===== config.mk =====
export PLATFORM = sky130hd
export DESIGN_NAME = esf_ctrl
export DESIGN_NICKNAME = d
export VERILOG_FILES = /design/src/rtl/esf_pkg.sv /design/src/rtl/esf_ctrl.sv
export SDC_FILE = /design/constraint.sdc
export NUM_CORES = 1
export LEC_CHECK = 0
export BUFFER_PORTS_ARGS = -buffer_cell sky130_fd_sc_hd__clkbuf_2
export CAP_MARGIN = 10
export CORE_AREA = 2 2 39 41
export CTS_CLUSTER_DIAMETER = 30
export DETAILED_ROUTE_END_ITERATION = 6
export DIE_AREA = 0 0 41 43
export HOLD_SLACK_MARGIN = 0.05
export SLEW_MARGIN = 20
export SYNTH_ARGS = -nofsm -noshare
export SYNTH_HDL_FRONTEND = slang
export SYNTH_SLANG_ARGS = --single-unit
export TNS_END_PERCENT = 20

===== constraint.sdc =====
create_clock -name clk_i -period 1.57 [get_ports clk_i]
set_clock_uncertainty 0.05 [all_clocks]
set_input_delay 0.0785 -clock clk_i [delete_from_list [all_inputs] [get_ports clk_i]]
set_output_delay 0.0785 -clock clk_i [all_outputs]
set_load 0.01 [all_outputs]

===== src/rtl/esf_pkg.sv =====
`timescale 1ns / 1ps
// ----------------------------------------------------------------------------
// esf_pkg: shared types and constants of the encoder speed filter
// Payload structs, controller command and status bundles, register indexes.
// ----------------------------------------------------------------------------
package esf_pkg;

  localparam int AVG_DEPTH  = 5;
  localparam int CNT_W      = 32;
  localparam int TIME_W     = 32;
  localparam int RATE_W     = 24;
  localparam int TALLY_W    = 4;
  localparam int CPR_W      = 11;
  localparam int SCALE_W    = 20;
  localparam int PROD_W     = CNT_W + SCALE_W;
  localparam int SUM_W      = RATE_W + $clog2(AVG_DEPTH);
  localparam int POS_W      = (AVG_DEPTH > 1) ? $clog2(AVG_DEPTH) : 1;
  localparam int DIV_W      = 32;
  localparam int CFG_IDX_W  = 3;
  localparam int CFG_DATA_W = 32;

  // Ring mean as sum * ceil(2^MEAN_SHIFT / depth) >> MEAN_SHIFT; the shift
  // leaves enough headroom that the rounding error never reaches one unit.
  localparam int MEAN_SHIFT = SUM_W + $clog2(AVG_DEPTH);
  localparam int RECIP_W    = SUM_W + 1;
  localparam int MPROD_W    = SUM_W + RECIP_W;
  localparam logic [RECIP_W-1:0] MEAN_RECIP =
    RECIP_W'(((64'd1 << MEAN_SHIFT) + 64'(AVG_DEPTH) - 64'd1) / 64'(AVG_DEPTH));

  localparam logic [SCALE_W-1:0] US_PER_S = 20'd1000000;

  // Configuration register indexes
  localparam logic [CFG_IDX_W-1:0] CFG_COUNTS_PER_REV = 3'd0;
  localparam logic [CFG_IDX_W-1:0] CFG_COUNT_LIMIT    = 3'd1;
  localparam logic [CFG_IDX_W-1:0] CFG_MIN_INTERVAL   = 3'd2;
  localparam logic [CFG_IDX_W-1:0] CFG_REJECT_LIMIT   = 3'd3;
  localparam logic [CFG_IDX_W-1:0] CFG_WINDOW_LEN     = 3'd4;

  // Register reset values
  localparam logic [CPR_W-1:0]   CPR_RESET     = 11'd6;
  localparam logic [CNT_W-1:0]   CLIMIT_RESET  = 32'hFFFF_FFFF;
  localparam logic [TIME_W-1:0]  MININT_RESET  = 32'd95000;
  localparam logic [TALLY_W-1:0] REJLIM_RESET  = 4'd2;
  localparam logic [TALLY_W-1:0] WINLEN_RESET  = 4'd10;

  typedef struct packed {
    logic [CNT_W-1:0]  count_now;
    logic [TIME_W-1:0] time_now;
  } in_item_t;

  typedef struct packed {
    logic               processed;
    logic               accepted;
    logic [RATE_W-1:0]  raw_rate;
    logic [RATE_W-1:0]  avg_rate;
    logic               overspeed;
    logic [TALLY_W-1:0] rejects;
  } out_item_t;

  typedef struct packed {
    logic capture;
    logic prime;
    logic load_delta;
    logic mul;
    logic div_raw;
    logic raw_sat;
    logic raw_take;
    logic update;
    logic mean_take;
    logic out_load;
  } ctrl_cmd_t;

  typedef struct packed {
    logic primed;
    logic interval_ok;
    logic ovf;
    logic div_busy;
    logic took;
    logic out_full;
  } dp_status_t;

endpackage


===== src/rtl/esf_ctrl.sv =====
`timescale 1ns / 1ps
// ----------------------------------------------------------------------------
// esf_ctrl: sequencer of the encoder speed filter
// Walks one sample through check, multiply, divide, update and mean.
// ----------------------------------------------------------------------------
module esf_ctrl
  import esf_pkg::*;
(
  input  logic       clk_i,
  input  logic       rst_ni,
  input  logic       in_valid_i,
  output logic       in_stall_o,
  input  dp_status_t status_i,
  output ctrl_cmd_t  cmd_o
);

  localparam logic [3:0] S_IDLE   = 4'd0;
  localparam logic [3:0] S_CHECK  = 4'd1;
  localparam logic [3:0] S_MUL    = 4'd2;
  localparam logic [3:0] S_DSTART = 4'd3;
  localparam logic [3:0] S_DIVR   = 4'd4;
  localparam logic [3:0] S_UPD    = 4'd5;
  localparam logic [3:0] S_MEAN   = 4'd6;
  localparam logic [3:0] S_FIN    = 4'd7;

  logic [3:0] state_q, state_d;

  always_comb begin
    state_d = state_q;
    cmd_o   = '0;
    case (state_q)
      S_IDLE: begin
        if (in_valid_i) begin
          cmd_o.capture = 1'b1;
          state_d       = S_CHECK;
        end
      end
      S_CHECK: begin
        if (!status_i.primed) begin
          cmd_o.prime = 1'b1;
          state_d     = S_FIN;
        end else if (!status_i.interval_ok) begin
          state_d = S_FIN;
        end else begin
          cmd_o.load_delta = 1'b1;
          state_d          = S_MUL;
        end
      end
      S_MUL: begin
        cmd_o.mul = 1'b1;
        state_d   = S_DSTART;
      end
      S_DSTART: begin
        if (status_i.ovf) begin
          cmd_o.raw_sat = 1'b1;
          state_d       = S_UPD;
        end else begin
          cmd_o.div_raw = 1'b1;
          state_d       = S_DIVR;
        end
      end
      S_DIVR: begin
        if (!status_i.div_busy) begin
          cmd_o.raw_take = 1'b1;
          state_d        = S_UPD;
        end
      end
      S_UPD: begin
        cmd_o.update = 1'b1;
        state_d      = status_i.took ? S_MEAN : S_FIN;
      end
      S_MEAN: begin
        cmd_o.mean_take = 1'b1;
        state_d         = S_FIN;
      end
      S_FIN: begin
        // hold the result until the output register frees up
        if (!status_i.out_full) begin
          cmd_o.out_load = 1'b1;
          state_d        = S_IDLE;
        end
      end
      default: begin
        state_d = S_IDLE;
      end
    endcase
  end

  always_ff @(posedge clk_i or negedge rst_ni) begin
    if (!rst_ni) begin
      state_q <= S_IDLE;
    end else begin
      state_q <= state_d;
    end
  end

  assign in_stall_o = (state_q != S_IDLE);

endmodule


Yosys cells after proc, flatten, opt, wreduce, memory -nomap -nowiden
Index checks and enable logic that the tools add are counted.
Widths: inputs -> output; s select.
{ "totals": {"inputBits": 9, "reg_bits": 4, "word_cells": 38, "output_inout_bits": 11} }
{ "classes": {"mux": 24, "n_reduce_logical": 3, "n_eq_ne": 10} }
{ "ops": {"columns": ["op", "n"], "rows": [
  ["$pmux 4 s8", 1],
  ["$eq 4x3->1 const B", 4],
  ["$mux 1", 16],
  ["$mux 4", 4],
  ["$eq 4x2->1 const B", 2],
  ["$ne 2x2->1 const B", 3],
  ["$eq 4x1->1 const B", 1],
  ["$logic_not 4->1", 1],
  ["$mux 2", 2],
  ["$reduce_bool 4->1", 1],
  ["$mux 3", 1],
  ["$reduce_and 3->1", 1]
]} }

Longest topological paths before layout
Gate-level depths: netlist of run 1.
{ "depth": {"depth_word": 3, "depth_mapped": 5, "ltp_nobuf": 5} }

Least setup slack after synthesis of run 1
OpenSTA, ideal clock, no wires.
{ "synth_path": {"path_type": "register -> register", "from": "register state_q[0]", "to": "register state_q[0]", "setup_slack_ns": -0.085, "arrival_time_ns": 1.480, "n_path_buf": 0, "period_less_slack_ns": 1.655, "required_time_ns": 1.395, "stages_incl_launch_ff": 5, "setup_time_ns": 0.125, "cell_sequence": "dfrtp_1 -> ha_1 -> and3b_1 -> a2111o_1 -> mux2_4"} }
{ "synth_via": {"elab_chain_len": 3, "elab_cells_between_ends": 13, "classes_between": "eq/ne (10); mux (1); reduce/logical (2)"} }
{ "synth_rtl": {"columns": ["item", "line_no", "source"], "rows": [
  ["from (decl)", "esf_ctrl.sv:26", "logic [3:0] state_q, state_d;"],
  ["from (signal assigned)", "esf_ctrl.sv:93", "state_q <= state_d;"],
  ["$eq 4x3->1 / $logic_not 4->1 (equally long branches)", "esf_ctrl.sv:31", "case (state_q)"],
  ["$ne 2x2->1 (no line)", null, null],
  ["$reduce_and 3->1 (no line)", null, null]
]} }
Several ways; a longest one is shown, not always the timed one.
A chain may end at the register's enable or synchronous reset.

Worst setup path in the final report of run 1
Same ends and word-level chain as after synthesis.

==> flow_summary.yaml, run 1 <==
grt:
  grt_pass1_vias: 329
  grt_pass1_wl_um: 1193
  grt_max_degree: 13
  overflow: 0
  gr-usage-all-layers_pct: 10.24
  antenna_found_initial: 0
logic_synthesis:
  ys.flop_type: "dfrtp_1"
  syn-cell-area_um2: 335.3
  yosys_warnings: 0
  synth_edf_count: 0
  ys_seq_area_share_pct: 22.39
  ys_seq_elements: 3
  syn_nets: 53
  ys_types: 23
  avgSynthCellArea_um2: 8.383
  syn-instance-count: 40
  async_flop_share_pct: 100.0
detailed_routing:
  routed_via_density: 4.381
  drc: 0
  vias: 368
  wl_um: 809
  first_pass_iters: 1
  wl_per_cell_um: 9.631
  drtIter0Drc: 0
  postRouteAntennaNets: 0
power:
  irDropWorstVdd_v: 0.0007673
  p_int_uw: 594.8
  p_seq_share_pct: 20.1
  pwr-share-comb_pct: 66.9
  p_sw_share_pct: 41.22
  p_leak_uw: 0.0002894
  p_per_area_nw_per_um2: 1859
  clkPwrFrac_pct: 13.1
  power.switching_uw: 417.1
clock_tree:
  cts_tree: "built"
  numCtsBuffers: 3
  cts.sinks: 3
  clkSlewWorstSetupHoldPaths_ns: 0.04
  cts_max_level: 1
  clock_latency_ns: 0.23
  cts_root_buffer: "clkbuf_4"
  clock_path_buffers: 2
timing:
  relSlewSlack_pct: 79.09
  fmax_ghz: 0.6147
  drv_slew: 0
  setup_viol: 1
  rsz0062_at_grt: "yes"
  tightest_slew_ns: 0.3129
  layout_worst_path_cycle_share_pct: 103.6
  timing.final.hold_violations: 0
  setup_slack_ns: -0.05688
  holdWs_ns: 0.1250
  fin_crit_ns: 1.627
placement:
  hpwlAfterDp_um: 681
  place_inst: 78
  post-place-ws_ns: -0.1044
  port_buffers: 19
  postPlaceCellArea_um2: 484.2
  routabilityCongestion: 0.6581
floorplan:
  start_util_pct: 24.23
  die-area_um2: 1763
  dieHeight_um: 43
  num_rows: 14
  placeableCoreArea_um2: 1384
  die_w_um: 41
  io_pins: 20
setup_path:
  cp-endpoint: "state_q[0]$_DFFE_PN0P_"
  arrival_ns: 1.68
  endpoint_kind: "flip-flop"
  critPathKind: "flip-flop to flip-flop"
  r2r_end: "state_q[0]$_DFFE_PN0P_"
  cp-start-kind: "flip-flop"
  path_max_fanout: 4
  worst_setup_path_startpoint: "state_q[0]$_DFFE_PN0P_"
  required_ns: 1.63
  worstRegToRegCells: 4
  worstReg2RegStart: "state_q[0]$_DFFE_PN0P_"
  r2r_setup_slack_ns: -0.06
layout:
  fin_nets: 82
  stdcell_count: 84
  syn_to_final_growth_pct: 62.31
  finish.utilization_pct: 39.33
  most-common-layout-cells: "clkbuf_2, buf_4, nand2_1, nor2_1"
  drive_gt1_share_pct: 57.35
  reg_top3: "state_q: 3 flops"
  largest_reg_flops: 3
  layout_commonest_cell: "clkbuf_2"
  antenna_cells: 0
  design_area_um2: 544.3
  regMostFlops: "state_q"
status:
  violations: "setup timing"
  outcome: "finished, violations left"
job:
  drv_cap: 0
min_path:
  hp-class: "input port to async pin"
-- worst max-delay path, stage by stage, from the launching register on --
cell,delay (ns)
dfrtp_2,0.44
ha_2,0.21
and3b_2,0.21
a2111o_1,0.34
mux2_4,0.26
-- power groups by stage --
stage               registers, uW  logic [uW]  clock network (uW)
finish                        203         677                 132
CTS                           192         677                 141
floorplan                     155         448                   0
global route                  215         760                 153
detailed placement            188         643                   0
global placement              187         632                   0
-- worst min-delay path by stage --
stage	start	endpoint	slack, ns	depth (start not counted)
after floorplan	rst_ni	state_q[0]$_DFFE_PN0P_	-0.27	0
after global placement	rst_ni	state_q[1]$_DFFE_PN0P_	-0.17	1
after detailed placement	rst_ni	state_q[1]$_DFFE_PN0P_	-0.17	1
after CTS	rst_ni	state_q[1]$_DFFE_PN0P_	0.12	2
after global routing	rst_ni	state_q[0]$_DFFE_PN0P_	0.13	2
final	rst_ni	state_q[1]$_DFFE_PN0P_	0.13	2
-- routing by layer --
layer  share of wire (%)  up-vias  global-route usage (%)
met5                   0        -                       0
met4                   0        0                   8.000
met3                 8.7        0                   3.141
met2                  48       17                   16.88
met1                  44      158                   9.646
li1                    -      193                       -
-- cell families after synthesis --
kind of cell	Yosys count	synth area share (%)
AND/OR/NAND/NOR	22	36.94
buffers and inverters	5	5.967
AO/OA/AOI/OAI	4	11.94
adder cells (fa/ha/maj)	4	14.93
flip-flops	3	22.39
multiplexers	2	7.834
-- synth_stat cells (all sizes together) (2+ instances only) --
cell type  count  area [um2]
nor2           4       15.01
and3b          2       17.52
inv            4       15.01
nand2          4       15.01
nor3           2       10.01
mux2           2       26.27
and2           2       12.51
and3           2       12.51
ha             4       50.05
dfrtp          3       75.07
-- layout make-up --
class                           count  area (um2)
Fill cell                         148       839.6
Multi-Input combinational cell     32       262.8
Timing Repair Buffer               25       142.6
Sequential cell                     3       77.57
Clock buffer                        4       26.28
Tap cell                           16       20.02
Inverter                            4       15.01
-- per-stage QoR --
stage / TNS (ns) / total power, uW
2_1_floorplan: -0.02251 / 603.2
3_3_place_gp: -0.1007 / 818.8
3_5_place_dp: -0.1326 / 830.8
4_1_cts: -0.05271 / 1009
5_1_grt: -0.1756 / 1128
6_report: -0.05688 / 1012
-- timing repair --
item	CTS	global route
hold buffers	1	0
setup buffers	1	0
resized for setup	4	3
endpoints found under the hold margin	3	0
pin swaps	2	1
setup endpoints to repair	2	4
Note: power is estimated with default switching activity, not from simulation.
==> inputs of run 2 (changes only) <==
clock period = 1.4 ns   (was 1.57 ns; I/O delays follow)
==> flow_summary.yaml, run 2 (synthesis results as in run 1) <==
status:
  violations: "setup timing"
  outcome: "finished, violations left"
power:
  total_power_uw: 1221
  p_leak_uw: 0.0003089
  irDropWorstVdd_v: 0.0009354
  p_per_area_nw_per_um2: 2103
setup_path:
  worstReg2RegStart: "state_q[0]$_DFFE_PN0P_"
  endpoint_kind: "flip-flop"
  cp-endpoint: "state_q[0]$_DFFE_PN0P_"
  r2r_end: "state_q[0]$_DFFE_PN0P_"
  worst_setup_path_startpoint: "state_q[0]$_DFFE_PN0P_"
  r2r_setup_slack_ns: -0.23
  cp-start-kind: "flip-flop"
  critPathKind: "flip-flop to flip-flop"
  required_ns: 1.46
  arrival_ns: 1.69
  path_max_fanout: 4
  worstRegToRegCells: 5
grt:
  overflow: 0
  grt_max_degree: 11
  gr-usage-all-layers_pct: 9.567
  grt_pass1_vias: 321
  antenna_found_initial: 0
  grt_pass1_wl_um: 1124
placement:
  place_inst: 80
  port_buffers: 19
  hpwlAfterDp_um: 663
  postPlaceCellArea_um2: 499.2
  routabilityCongestion: 0.6365
detailed_routing:
  routed_via_density: 4.353
  wl_um: 781
  first_pass_iters: 1
  drtIter0Drc: 0
  vias: 370
  drc: 0
  wl_per_cell_um: 9.188
  postRouteAntennaNets: 0
timing:
  rsz0062_at_grt: "yes"
  layout_worst_path_cycle_share_pct: 116.5
  setup_slack_ns: -0.2307
  fmax_ghz: 0.6132
  drv_slew: 0
  fin_crit_ns: 1.631
  relSlewSlack_pct: 76.19
  timing.final.hold_violations: 0
  setup_viol: 6
  setup_tns_ns: -0.5852
  tightest_slew_ns: 0.3482
floorplan:
  placeableCoreArea_um2: 1384
  die_w_um: 41
  num_rows: 14
  io_pins: 20
  die-area_um2: 1763
  dieHeight_um: 43
  start_util_pct: 24.23
layout:
  most-common-layout-cells: "clkbuf_2, buf_2, buf_4"
  finish.utilization_pct: 41.95
  fin_nets: 83
  layout_commonest_cell: "clkbuf_2"
  stdcell_count: 85
  antenna_cells: 0
  regMostFlops: "state_q"
  design_area_um2: 580.6
  reg_top3: "state_q: 3 flops"
  drive_gt1_share_pct: 63.77
  syn_to_final_growth_pct: 73.13
  largest_reg_flops: 3
clock_tree:
  clock_latency_ns: 0.23
  clkSlewWorstSetupHoldPaths_ns: 0.04
  cts_root_buffer: "clkbuf_4"
  postCtsSetupBuffers: 0
  clock_path_buffers: 2
  numCtsBuffers: 3
  cts_tree: "built"
  cts_max_level: 1
  cts.sinks: 3
min_path:
  hp-class: "input port to async pin"
job:
  drv_cap: 0
[run 2: cell types whose count changed in the layout (fill, tap and decap cells not counted), sizes merged]
| cell | change |
|---|---|
| clkbuf | -5 |
| buf | +6 |
[run 2: area by class of cell]
type                            instances  area, um2
Inverter                                4      15.01
Tap cell                               16      20.02
Multi-Input combinational cell         32      286.5
Timing Repair Buffer                   26      153.9
Fill cell                             154      803.3
Clock buffer                            4      26.28
Sequential cell                         3      78.83
[run 2: worst min-delay path by stage]
stage	depth (start not counted)	end
after floorplan	0	state_q[0]$_DFFE_PN0P_
after global placement	1	state_q[1]$_DFFE_PN0P_
after detailed placement	1	state_q[0]$_DFFE_PN0P_
after CTS	2	state_q[0]$_DFFE_PN0P_
after global routing	2	state_q[0]$_DFFE_PN0P_
final	2	state_q[0]$_DFFE_PN0P_
[run 2: power breakdown]
part / switching (uW) / leakage [uW] / total [uW] / internal, uW
Sequential: 92.0 / 0.0000316 / 239 / 147
Clock: 43.3 / 0.0000150 / 150 / 107
Combinational: 368 / 0.000262 / 832 / 464
[run 2: layer usage]
metal / global-route usage, % / share of wire [%] / wire (um) / vias up
li1: - / - / - / 193
met1: 8.766 / 43 / 337 / 160
met2: 16.56 / 46 / 362 / 17
met3: 3.141 / 10 / 81 / 0
met4: 6.000 / 0 / 0 / 0
met5: 0 / 0 / 0 / -
[run 2: through the flow]
step / hold WS (ns) / setup slack, ns
after CTS: 0.1081 / -0.2448
after global routing: 0.1220 / -0.2827
after detailed placement: -0.1797 / -0.2694
final: 0.1160 / -0.2307
after floorplan: -0.2756 / -0.1925
after global placement: -0.1785 / -0.2671
[run 2: what timing repair did]
action	in CTS	in global routing
pin swaps	1	4
endpoints found under the setup margin	9	11
hold endpoints to repair	3	0
hold buffers	1	0
resized for setup	2	16
[run 2: critical path: stages, from the launching register on]
cell and delay [ns]:
dfrtp_2 0.43, inv_2 0.06, ha_2 0.18, or2_1 0.24
a2111o_1 0.29, mux2_4 0.26
==> inputs of run 3 (changes only) <==
ABC_AREA = 1   (was not set)
TNS_END_PERCENT = 1   (was 20)
==> flow_summary.yaml, run 3 <==
status:
  outcome: "completed"
floorplan:
  start_util_pct: 28.03
  num_rows: 14
  dieHeight_um: 43
  io_pins: 20
  die_w_um: 41
  die-area_um2: 1763
  placeableCoreArea_um2: 1384
clock_tree:
  numCtsBuffers: 3
  cts.sinks: 3
  clock_latency_ns: 0.23
  clkSlewWorstSetupHoldPaths_ns: 0.04
  clock_path_buffers: 2
  cts_tree: "built"
  cts_max_level: 1
  cts_root_buffer: "clkbuf_4"
logic_synthesis:
  syn-cell-area_um2: 387.9
  async_flop_share_pct: 100.0
  synth_edf_count: 0
  ys_seq_elements: 3
  synthTopCellsByCount: "inv_1, nand2_1, nor2_1"
  avgSynthCellArea_um2: 7.052
  ys.flop_type: "dfrtp_1"
  syn-instance-count: 55
  ys_types: 15
  ys_seq_area_share_pct: 19.35
  synth.most_common_cell: "inv_1"
  yosysTopAreaCell: "dfrtp_1"
  synth_top_area_share_pct: 19.35
  ys_top_cells_by_area: "dfrtp_1, ha_1, inv_1"
  syn_nets: 68
  yosys_warnings: 0
placement:
  post-place-ws_ns: 0.02198
  port_buffers: 19
  routabilityCongestion: 0.8202
  place_inst: 90
  hpwlAfterDp_um: 703.5
grt:
  grt_pass1_vias: 358
  gr-usage-all-layers_pct: 12.08
  grt_max_degree: 8
  overflow: 0
  grt_pass1_wl_um: 1428
  antenna_found_initial: 0
timing:
  fin_crit_ns: 1.344
  timing.final.hold_violations: 0
  drv_slew: 0
  setup_viol: 0
  fmax_ghz: 0.7440
  relSlewSlack_pct: 75.43
  rsz0062_at_grt: "yes"
  setup_tns_ns: 0
  setup_slack_ns: 0.05587
  tightest_slew_ns: 0.3685
  layout_worst_path_cycle_share_pct: 96.01
  holdWs_ns: 0.1202
layout:
  stdcell_count: 98
  reg_top3: "state_q: 3 flops"
  most-common-layout-cells: "clkbuf_2, nand2_1, inv_1"
  layout_commonest_cell: "clkbuf_2"
  largest_reg_flops: 3
  nFillCells: 147
  regMostFlops: "state_q"
  antenna_cells: 0
  syn_to_final_growth_pct: 57.42
  fin_nets: 96
  drive_gt1_share_pct: 56.10
setup_path:
  cp_cell_sequence: "inv_2, ha_2, inv_1, nor2_1, clkbuf_2"
  slowest_delay_ns: 0.45
  arrival_ns: 1.22
  required_ns: 1.28
  cp-start-kind: "flip-flop"
  critPathKind: "flip-flop to primary output"
  endpoint_kind: "primary output"
  path_max_fanout: 4
  slowest_stage: "dfrtp_2"
detailed_routing:
  first_pass_iters: 3
  wl_um: 905
  drc: 0
  drtIter0Drc: 4
  postRouteAntennaNets: 0
  wl_per_cell_um: 9.235
  vias: 415
  routed_via_density: 4.235
power:
  p_leak_uw: 0.0003342
  p_per_area_nw_per_um2: 2205
  total_power_uw: 1346
  irDropWorstVdd_v: 0.001001
min_path:
  hp-class: "input port to async pin"
job:
  drv_cap: 0
## run 3: logic make-up (layout without fill, tap and decap cells)
family                   Yosys count  after routing  share of synthesized area [%]
flip-flops                         3              3                          19.35
adder cells (fa/ha/maj)            4              4                          12.90
buffers and inverters             13             40                          14.52
AND/OR/NAND/NOR                   31             31                          46.13
AO/OA/AOI/OAI                      4              4                          7.098
## run 3: where the power goes
group          total [uW]  switching (uW)  internal, uW
combinational         945             514           431
clock                 147            40.9           107
sequential            254             110           144
total                1350             665           681
## run 3: layer usage
layer	GRT usage (%)	share of wire (%)
met1	14.61	35
met2	19.69	62
met3	1.571	2.7
met4	6.000	0
met5	0	0
## run 3: worst paths after layout
check	from	end	slack (ns)	depth (start not counted)
worst min register to register	state_q[0]$_DFFE_PN0P_	state_q[0]$_DFFE_PN0P_	0.58	2
worst min-delay path	rst_ni	state_q[1]$_DFFE_PN0P_	0.12	2
min in group clk_i	status_i[1]	state_q[0]$_DFFE_PN0P_	0.19	6
max in group asynchronous	rst_ni	state_q[0]$_DFFE_PN0P_	1.06	2
worst max-delay path	state_q[0]$_DFFE_PN0P_	cmd_o[6]	0.06	5
worst max register to register	state_q[0]$_DFFE_PN0P_	state_q[1]$_DFFE_PN0P_	0.06	8
## run 3: cell type report
cell class / count / area [um2] / share of cell area [%]
clock buffer: 4 / 26.28 / 4.303
tap: 16 / 20.02 / 3.279
inverter: 12 / 47.55 / 7.787
multi-input combinational: 39 / 304.0 / 49.80
sequential: 3 / 77.57 / 12.70
timing repair buffer: 24 / 135.1 / 22.13
## run 3: metrics by stage
step	utilization, %	cell area, um2
floorplan	-	387.9
global placement	36.08	499.2
detailed placement	36.08	499.2
CTS	39.96	553.0
global route	44.12	610.6
finish	44.12	610.6
## run 3: timing repair
action | 4_1_cts | 5_1_grt
gates resized for setup | 5 | 11
buffers inserted | 0 | 3
hold buffers | 1 | 0
pin swaps | 0 | 1
endpoints found under the hold margin | 3 | 0
setup endpoints to repair | 7 | 8
## run 3: worst max-delay path: cells and delay by family (launching register included)
| family | cells | cell delay, ns |
|---|---|---|
| and+or+nand+nor | 1 | 0.07 |
| buffers and inverters | 3 | 0.27 |
| DFF | 1 | 0.45 |
| adders and majority gates | 1 | 0.20 |
